### src/hdl/stds_pkg.sv
`timescale 1ns / 1ps
package stds_pkg;

  localparam int LINE_BITS_DEF   = 20;
  localparam int COLUMN_BITS_DEF = 16;

  // Result field widths
  localparam int LINE_OUT_W = 20;
  localparam int COL_OUT_W  = 16;

  localparam logic [7:0] CH_NEWLINE = 8'h0A;
  localparam logic [7:0] CH_LOWER_A = 8'h61;
  localparam logic [7:0] CH_LOWER_Z = 8'h7A;
  localparam logic [7:0] CH_DIGIT_0 = 8'h30;
  localparam logic [7:0] CH_DIGIT_9 = 8'h39;
  localparam logic [7:0] CH_UNDERSCORE = 8'h5F;
  localparam logic [7:0] CH_CASE_BIT = 8'h20;

  localparam int KW_COUNT = 4;

  // Keyword lengths: agent, skill, fun, fn
  localparam logic [2:0] KW_LEN [KW_COUNT] = '{3'd5, 3'd5, 3'd3, 3'd2};

  localparam logic [7:0] KW_TEXT [KW_COUNT][8] = '{
    '{8'h61, 8'h67, 8'h65, 8'h6E, 8'h74, 8'h00, 8'h00, 8'h00},
    '{8'h73, 8'h6B, 8'h69, 8'h6C, 8'h6C, 8'h00, 8'h00, 8'h00},
    '{8'h66, 8'h75, 8'h6E, 8'h00, 8'h00, 8'h00, 8'h00, 8'h00},
    '{8'h66, 8'h6E, 8'h00, 8'h00, 8'h00, 8'h00, 8'h00, 8'h00}
  };

  typedef enum logic {
    KIND_KEYWORD  = 1'b0,
    KIND_VARIABLE = 1'b1
  } token_kind_t;

  typedef struct packed {
    logic [LINE_OUT_W-1:0] line_delta;
    logic [COL_OUT_W-1:0]  start_delta;
    logic [COL_OUT_W-1:0]  token_length;
    token_kind_t           token_kind;
  } stds_tok_t;

  function automatic logic [7:0] kw_char(input logic [1:0] k, input logic [2:0] idx);
    return KW_TEXT[k][idx];
  endfunction

endpackage

### src/hdl/semantic_token_delta_scanner_unit.sv
`timescale 1ns / 1ps
// Semantic token scanner: turns a byte stream of document text into delta-encoded
// identifier tokens, one token per finished identifier.
// Input channel: in_valid/in_ready carry one text byte and a last-byte flag per
// transfer. Output channel: out_valid/out_ready carry line delta, start delta,
// length and kind (keyword or variable) of one identifier per transfer.
// Throughput is one byte per cycle while the receiver keeps up: a byte is
// captured in the input register, the scanner logic runs between that register
// and the result register, and the scan state updates in the same cycle. A
// token is offered from the result register after its byte left the input register.
// When the receiver stalls, the result register holds its token and the input
// register holds its byte; in_ready drops once both are occupied and returns in
// the cycle that out_ready rises.
// The byte flagged last closes the document: any open identifier is issued and
// line, column and previous-token state return to their reset values.
// Reset (rst_n low, synchronous) empties both registers and clears the scan state.
module semantic_token_delta_scanner_unit #(
  parameter int LINE_BITS   = stds_pkg::LINE_BITS_DEF,
  parameter int COLUMN_BITS = stds_pkg::COLUMN_BITS_DEF
) (
  input  logic                             clk,
  input  logic                             rst_n,
  input  logic                             in_valid,
  output logic                             in_ready,
  input  logic [7:0]                       in_text_byte,
  input  logic                             in_doc_last,
  output logic                             out_valid,
  input  logic                             out_ready,
  output logic [stds_pkg::LINE_OUT_W-1:0]  out_line_delta,
  output logic [stds_pkg::COL_OUT_W-1:0]   out_start_delta,
  output logic [stds_pkg::COL_OUT_W-1:0]   out_token_length,
  output logic                             out_token_kind
);
  import stds_pkg::*;

  // Input register: the byte waiting to be scanned.
  logic       in_valid_r;
  logic [7:0] byte_r;
  logic       last_r;

  // Result register.
  logic       out_valid_r;
  stds_tok_t  tok_r;

  logic       fire;
  logic       emit;
  stds_tok_t  tok;

  // The held byte is scanned when the result register is free or being emptied.
  assign fire     = in_valid_r && (!out_valid_r || out_ready);
  assign in_ready = !in_valid_r || fire;

  stds_scan #(
    .LINE_BITS   (LINE_BITS),
    .COLUMN_BITS (COLUMN_BITS)
  ) u_scan (
    .clk       (clk),
    .rst_n     (rst_n),
    .step      (fire),
    .text_byte (byte_r),
    .doc_last  (last_r),
    .emit      (emit),
    .tok       (tok)
  );

  always_ff @(posedge clk) begin
    if (!rst_n) begin
      in_valid_r <= 1'b0;
    end else if (in_ready) begin
      in_valid_r <= in_valid;
    end
  end

  always_ff @(posedge clk) begin
    if (in_valid && in_ready) begin
      byte_r <= in_text_byte;
      last_r <= in_doc_last;
    end
  end

  always_ff @(posedge clk) begin
    if (!rst_n) begin
      out_valid_r <= 1'b0;
    end else if (fire) begin
      out_valid_r <= emit;
    end else if (out_ready) begin
      out_valid_r <= 1'b0;
    end
  end

  always_ff @(posedge clk) begin
    if (fire && emit) begin
      tok_r <= tok;
    end
  end

  assign out_valid        = out_valid_r;
  assign out_line_delta   = tok_r.line_delta;
  assign out_start_delta  = tok_r.start_delta;
  assign out_token_length = tok_r.token_length;
  assign out_token_kind   = tok_r.token_kind;

endmodule

### src/hdl/stds_scan.sv
`timescale 1ns / 1ps
module stds_scan #(
  parameter int LINE_BITS   = stds_pkg::LINE_BITS_DEF,
  parameter int COLUMN_BITS = stds_pkg::COLUMN_BITS_DEF
) (
  input  logic                clk,
  input  logic                rst_n,
  input  logic                step,
  input  logic [7:0]          text_byte,
  input  logic                doc_last,
  output logic                emit,
  output stds_pkg::stds_tok_t tok
);
  import stds_pkg::*;

  localparam int DLW = (LINE_BITS > LINE_OUT_W) ? LINE_BITS : LINE_OUT_W;
  localparam int DCW = (COLUMN_BITS > COL_OUT_W) ? COLUMN_BITS : COL_OUT_W;
  localparam logic [LINE_BITS-1:0]   LINE_MAX = '1;
  localparam logic [COLUMN_BITS-1:0] COL_MAX  = '1;

  logic [LINE_BITS-1:0]   line_r, prior_line_r;
  logic [COLUMN_BITS-1:0] col_r, prior_start_r, begin_r, len_r;
  logic                   inside_r;
  logic [KW_COUNT-1:0]    hits_r;

  logic [7:0]             low_b;
  logic                   is_alpha, is_digit, is_start, is_cont, open_nxt;
  logic [COLUMN_BITS-1:0] base_len, len_ext, len_f, begin_f;
  logic [KW_COUNT-1:0]    base_hits, hits_ext, hits_f;
  logic [LINE_BITS-1:0]   dl;
  logic [COLUMN_BITS-1:0] ds;
  logic [DLW-1:0]         dl_w;
  logic [DCW-1:0]         ds_w, len_w;
  logic                   kw_match;

  always_comb begin
    low_b    = text_byte | CH_CASE_BIT;
    is_alpha = (low_b >= CH_LOWER_A) && (low_b <= CH_LOWER_Z);
    is_digit = (text_byte >= CH_DIGIT_0) && (text_byte <= CH_DIGIT_9);
    is_start = is_alpha || (text_byte == CH_UNDERSCORE);
    is_cont  = is_start || is_digit;
    open_nxt = inside_r ? is_cont : is_start;
    emit     = (inside_r && !is_cont) || (doc_last && open_nxt);

    // A fresh identifier starts from an empty prefix that still matches every keyword.
    base_len  = inside_r ? len_r : '0;
    base_hits = inside_r ? hits_r : '1;
    for (int k = 0; k < KW_COUNT; k++) begin
      hits_ext[k] = base_hits[k] && (base_len < COLUMN_BITS'(KW_LEN[k])) &&
                    (kw_char(2'(k), base_len[2:0]) == text_byte);
    end
    len_ext = (base_len == COL_MAX) ? COL_MAX : base_len + 1'b1;

    // Token being finished: the open one as it stands, or including this byte.
    begin_f = inside_r ? begin_r : col_r;
    len_f   = is_cont ? len_ext : base_len;
    hits_f  = is_cont ? hits_ext : base_hits;

    kw_match = 1'b0;
    for (int k = 0; k < KW_COUNT; k++) begin
      if (hits_f[k] && (len_f == COLUMN_BITS'(KW_LEN[k]))) kw_match = 1'b1;
    end

    dl = (line_r >= prior_line_r) ? line_r - prior_line_r : '0;
    if (dl == '0) begin
      ds = (begin_f >= prior_start_r) ? begin_f - prior_start_r : '0;
    end else begin
      ds = begin_f;
    end
    dl_w  = DLW'(dl);
    ds_w  = DCW'(ds);
    len_w = DCW'(len_f);

    tok.line_delta   = (dl_w > DLW'({LINE_OUT_W{1'b1}})) ? '1 : dl_w[LINE_OUT_W-1:0];
    tok.start_delta  = (ds_w > DCW'({COL_OUT_W{1'b1}})) ? '1 : ds_w[COL_OUT_W-1:0];
    tok.token_length = (len_w > DCW'({COL_OUT_W{1'b1}})) ? '1 : len_w[COL_OUT_W-1:0];
    tok.token_kind   = kw_match ? KIND_KEYWORD : KIND_VARIABLE;
  end

  always_ff @(posedge clk) begin
    if (!rst_n) begin
      line_r        <= '0;
      col_r         <= '0;
      prior_line_r  <= '0;
      prior_start_r <= '0;
      inside_r      <= 1'b0;
      begin_r       <= '0;
      len_r         <= '0;
      hits_r        <= '1;
    end else if (step) begin
      if (doc_last) begin
        line_r        <= '0;
        col_r         <= '0;
        prior_line_r  <= '0;
        prior_start_r <= '0;
        inside_r      <= 1'b0;
        begin_r       <= '0;
        len_r         <= '0;
        hits_r        <= '1;
      end else begin
        if (text_byte == CH_NEWLINE) begin
          line_r <= (line_r == LINE_MAX) ? LINE_MAX : line_r + 1'b1;
          col_r  <= '0;
        end else begin
          col_r <= (col_r == COL_MAX) ? COL_MAX : col_r + 1'b1;
        end
        inside_r <= open_nxt;
        if (open_nxt) begin
          begin_r <= begin_f;
          len_r   <= len_ext;
          hits_r  <= hits_ext;
        end
        if (emit) begin
          prior_line_r  <= line_r;
          prior_start_r <= begin_f;
        end
      end
    end
  end

endmodule

### config.mk
export PLATFORM = sky130hd
export DESIGN_NAME = semantic_token_delta_scanner_unit
export DESIGN_NICKNAME = d
export VERILOG_FILES = /design/src/hdl/stds_pkg.sv /design/src/hdl/semantic_token_delta_scanner_unit.sv /design/src/hdl/stds_scan.sv
export SDC_FILE = /design/constraint.sdc
export NUM_CORES = 1
export LEC_CHECK = 0
export ABC_AREA = 1
export BUFFER_PORTS_ARGS = -buffer_cell sky130_fd_sc_hd__buf_4
export CAP_MARGIN = 20
export CORE_MARGIN = 3
export CORE_UTILIZATION = 38
export CTS_CLUSTER_SIZE = 30
export DETAILED_ROUTE_END_ITERATION = 8
export SETUP_SLACK_MARGIN = 0.3
export SLEW_MARGIN = 10
export SYNTH_ARGS = -nofsm -noshare
export SYNTH_HDL_FRONTEND = slang
export SYNTH_SLANG_ARGS = --single-unit
### constraint.sdc
create_clock -name clk -period 3.33 [get_ports clk]
set_input_delay 0.666 -clock clk [delete_from_list [all_inputs] [get_ports clk]]
set_output_delay 0.666 -clock clk [all_outputs]
set_load 0.03 [all_outputs]
==> results.md <==
- The flow ran to the end, and the final reports show no timing, DRC or antenna violations.
- The number of pins with negative max-slew slack in the final report is 0.
- Yosys attributes the largest share of cell area to dfxtp_1, nand2_1, edfxtp_1, inv_1, a21oi_1.
- The clock tree synthesis step divided the H-tree into 4 levels.
- The critical path start-end classification is flop to flop.
- The average cell area after synthesis is 6.84 sq um.
- 0 antenna diodes ended up in the layout.
- The total congestion overflow is 0.
- From synthesis to final layout, the design area changed by 15.9%.
- The number of nets produced by synthesis is 1695.
- For this configuration, the core starts out at a cell density of 38.7%.
- The number of instances in the synthesized netlist is 1635.
- The endpoint arrival time on the critical path is 3060 ps.
- The pin count of the biggest net entering global routing is 70.
- The post-route antenna net violation count is 0.
- The number of antenna violations at the first check in global routing is 0.
- Summed over all instances, the cell type with the most area after synthesis is dfxtp_1.
- Cells with a size suffix above 1 make up 13.3% of the layout.
- The routed design has 29.9 mm of wire.
- TritonCTS built the clock tree.
- Setup violations remaining at the end of the flow were counted as 0.
- The synthesized design contains 62 enable-type register cells.
- The height of the die is 177 um.
- The clock net in this run drives a total of 173 sinks.
- The number of vias in the routed layout is 10499.
- At the pin with the least slew margin, the transition time is 833 ps.
- The met2 usage is 32.0%.
- The kind of capture point of the worst setup path is a flop.
- The cell total after placement is 2066.
- The die area is 31500 sq um.
- The startpoint type of the worst setup path is a flop.
- The type of the tightest min-delay check is input pin to flop.
- Clock-pin slew was measured on the worst setup and hold paths at 60 ps.
- The clock period minus worst slack is 2870 ps.
- The average wire per cell in the routed design is 14.2 um.
- The total global-route track usage is 19.0%.
- In this run the biggest area consumer among cell types represents 19.9% of the synthesized area.
- The region available for standard cell placement spans 28900 sq um.
- The count of filler cells inserted in the layout is 2987.
- The worst clock skew is 13.3 ps.
- The first global-routing pass estimated 49.2 mm of wire.
- The number of hold buffers added after CTS is 0.
- Setup repair after global routing left no endpoint under its margin.
- Counting flops and latches in the post-synthesis netlist gives 173.
- The clock root buffer is clkbuf_16.
- In this run the worst path has a maximum fanout of 16.
- The number of cells traversed by the worst hold path is 1.
- The tool flagged a number of max-cap violations equal to 0.
- Timing would allow up to 0.348 GHz.
- The depth of the worst register-to-register path is 19.
- After global routing, the most crowded layer is met2.
- The number of different library cells in the post-synthesis netlist is 47.
- The final-report hold violation count is 0.
- In the routed design, unresolved DRC markers number 0.
- The detailed-routing iteration count for the pre-antenna-repair pass is 6.
- The portion of the clock cycle consumed by the worst path in the final layout is 86.3%.
- The critical path data required time is 3520 ps.
- The Yosys warning count is 0.
- In this run the tool buffered the top-level ports with 67 buffer cells.
- The first routing iteration left 728 violations.
- The congestion estimate from routability-driven global placement came to 0.900.
- In the final layout, flip-flops and latches occupy 4090 sq um.
- Dividing total power by cell area gives a power density of 358 nW/um^2.
- For this design the static power due to leakage is 6.21 nW.
- The half-perimeter wire length after detailed placement is 21.6 mm.
- The met3 track demand over resource is 2.95%.
- The die is 177 um wide.
- The maximum clock insertion buffer count is 2.
- The synthesized netlist occupies a cell area of 11200 sq um.
- After synthesis, the share of flip-flops with an asynchronous set or reset is 0%.
- The most used flip-flop cell after synthesis is dfxtp_1.
- For this run, the number of standard cells in the final layout without fillers is 2107.
- TritonCTS created 17 clock buffers.
- Summing the sequential cell areas from Yosys gives 36.5% of the chip area.
- The max-slew headroom at the worst pin is 44.3%.
- The total number of nets in the final design is 1771.
- IR analysis of the VDD net gives a maximum drop of 0.340 mV.
- The multi-input combinational cells in the finished layout cover a total of 6060 sq um.
- The total I/O pin count is 68.
- Global routing used 24.6% of the available met1 tracks.
- The via count of the first global-routing pass was 9988.
- After floorplanning, the core was divided into 62 placement rows.
- The aggregate negative setup slack is 0 ps.
- For the worst-skew pair, the clock arrives at the later sink with an insertion delay of 440 ps.
- After detailed routing, the number of vias per cell comes to 4.98.
-- repair_timing --
item | CTS | global route
setup endpoints to repair | 10 | 53
pin swaps | 1 | 5
gates resized for setup | 1 | 25
gates cloned | 0 | 2
setup buffers | 0 | 8
-- cell usage after synthesis, drive strengths merged (2+ instances only) --
cell type,instances
o21a,2
xor2,30
dfxtp,111
nor3,18
nor4,2
and3,2
edfxtp,62
o21ai,97
inv,231
a21o,4
a21oi,145
ha,45
nor2,121
xnor2,15
clkbuf,26
nand2,522
fa,2
o2111ai,2
and2,3
or2,28
nand3b,6
nand4,24
buf,24
o211ai,2
nand3,106
-- kinds of logic (layout without fill, tap and decap cells) --
family                     Yosys count  in the layout  synth area share, %
AOI/OAI and AO/OA                  255            255                 11.8
adders and majority gates           47             47                 5.40
xor gates and xnor gates            45             45                 3.53
buffers and inverters              282            368                 10.1
DFF                                173            173                 36.5
and+or+nand+nor                    833            835                 32.6
-- area by class of cell --
| class | count | area share, % |
|---|---|---|
| sequential | 173 | 31.6 |
| clock buffer | 23 | 4.02 |
| inverter | 232 | 6.74 |
| timing repair buffer | 105 | 6.57 |
| multi-input combinational | 1182 | 46.8 |
| tap | 384 | 3.71 |
| clock inverter | 8 | 0.599 |
-- path summary, 6_finish.rpt --
| check | startpoint | endpoint | slack, ps |
|---|---|---|---|
| min reg2reg | u_scan.begin_r[4] | u_scan.begin_r[4] | 460 |
| max reg2reg | u_scan.line_r[0] | out_start_delta[2] | 460 |
| min | in_text_byte[3] | byte_r[3] | 410 |
| max | u_scan.line_r[0] | out_start_delta[2] | 460 |
-- per-layer routing --
layer	up-vias	wire [um]
li1	5388	-
met1	4848	13900
met2	224	14100
met3	39	1090
met4	0	702
met5	-	0
-- per-stage QoR --
step	worst slack (ps)	util (%)	cell area, sq um	power (mW)	hold WS, ps
2_1_floorplan	343	-	11200	2.53	435
3_3_place_gp	333	42.1	12200	2.63	444
3_5_place_dp	249	42.1	12200	2.64	447
4_1_cts	300	44.2	12800	4.67	387
5_1_grt	292	44.9	12900	4.82	388
6_report	457	44.9	12900	4.64	408
-- critical path: stages (launching register included) --
cell and delay [ps]:
dfxtp_2 360, inv_1 60, ha_1 220, fa_1 390
inv_1 140, nand3_2 80, nand3_2 110, nand2_1 80
nand3_1 110, nand2_2 120, nand2_4 160, buf_4 130
nand2_1 60, nand2_1 130, nor2_4 60, nand2_4 90
nor2_8 40, buf_12 150, nand3_1 70, nand2_1 60
-- power by group --
group	total [mW]	internal, mW	leakage [nW]	switching (mW)
logic	0.379	0.128	4.39	0.250
clock network	2.04	1.18	0.298	0.860
registers	2.23	2.21	1.51	0.0146
total	4.64	3.52	6.21	1.13
-- state kept, by name (all words and copies together) (netlist names) --
name / flops
byte_r: 8
u_scan.line_r: 20
out_line_delta: 20
u_scan.col_r: 16
out_token_length: 16
u_scan.inside_r: 1
in_valid_r: 1
u_scan.begin_r: 16
out_start_delta: 16
u_scan.prior_line_r: 20
u_scan.len_r: 16
u_scan.hits_r: 4
out_token_kind: 1
u_scan.prior_start_r: 16
out_valid: 1
last_r: 1
-- layout by cell type (no fill, tap or decap), types with 3 or more instances in the layout --
cell       count
nand2_1      513
inv_1        220
a21oi_1      139
nor2_1       109
dfxtp_1      109
buf_4        100
nand3_1       92
o21ai_0       87
edfxtp_1      62
ha_1          42
xor2_1        30
or2_2         28
nand4_1       22
clkbuf_16     19
nor3_1        16
xnor2_1       15
nand3_2       14
inv_2         11
o21ai_1        7
nand2_2        7
nor2_4         7
a21oi_2        6
nand3b_1       6
nor2_2         5
buf_12         5
inv_4          4
a21o_1         4
nand2_4        3
and2_1         3
o21ai_2        3
clkbuf_8       3
(Power assumes the default switching activity.)
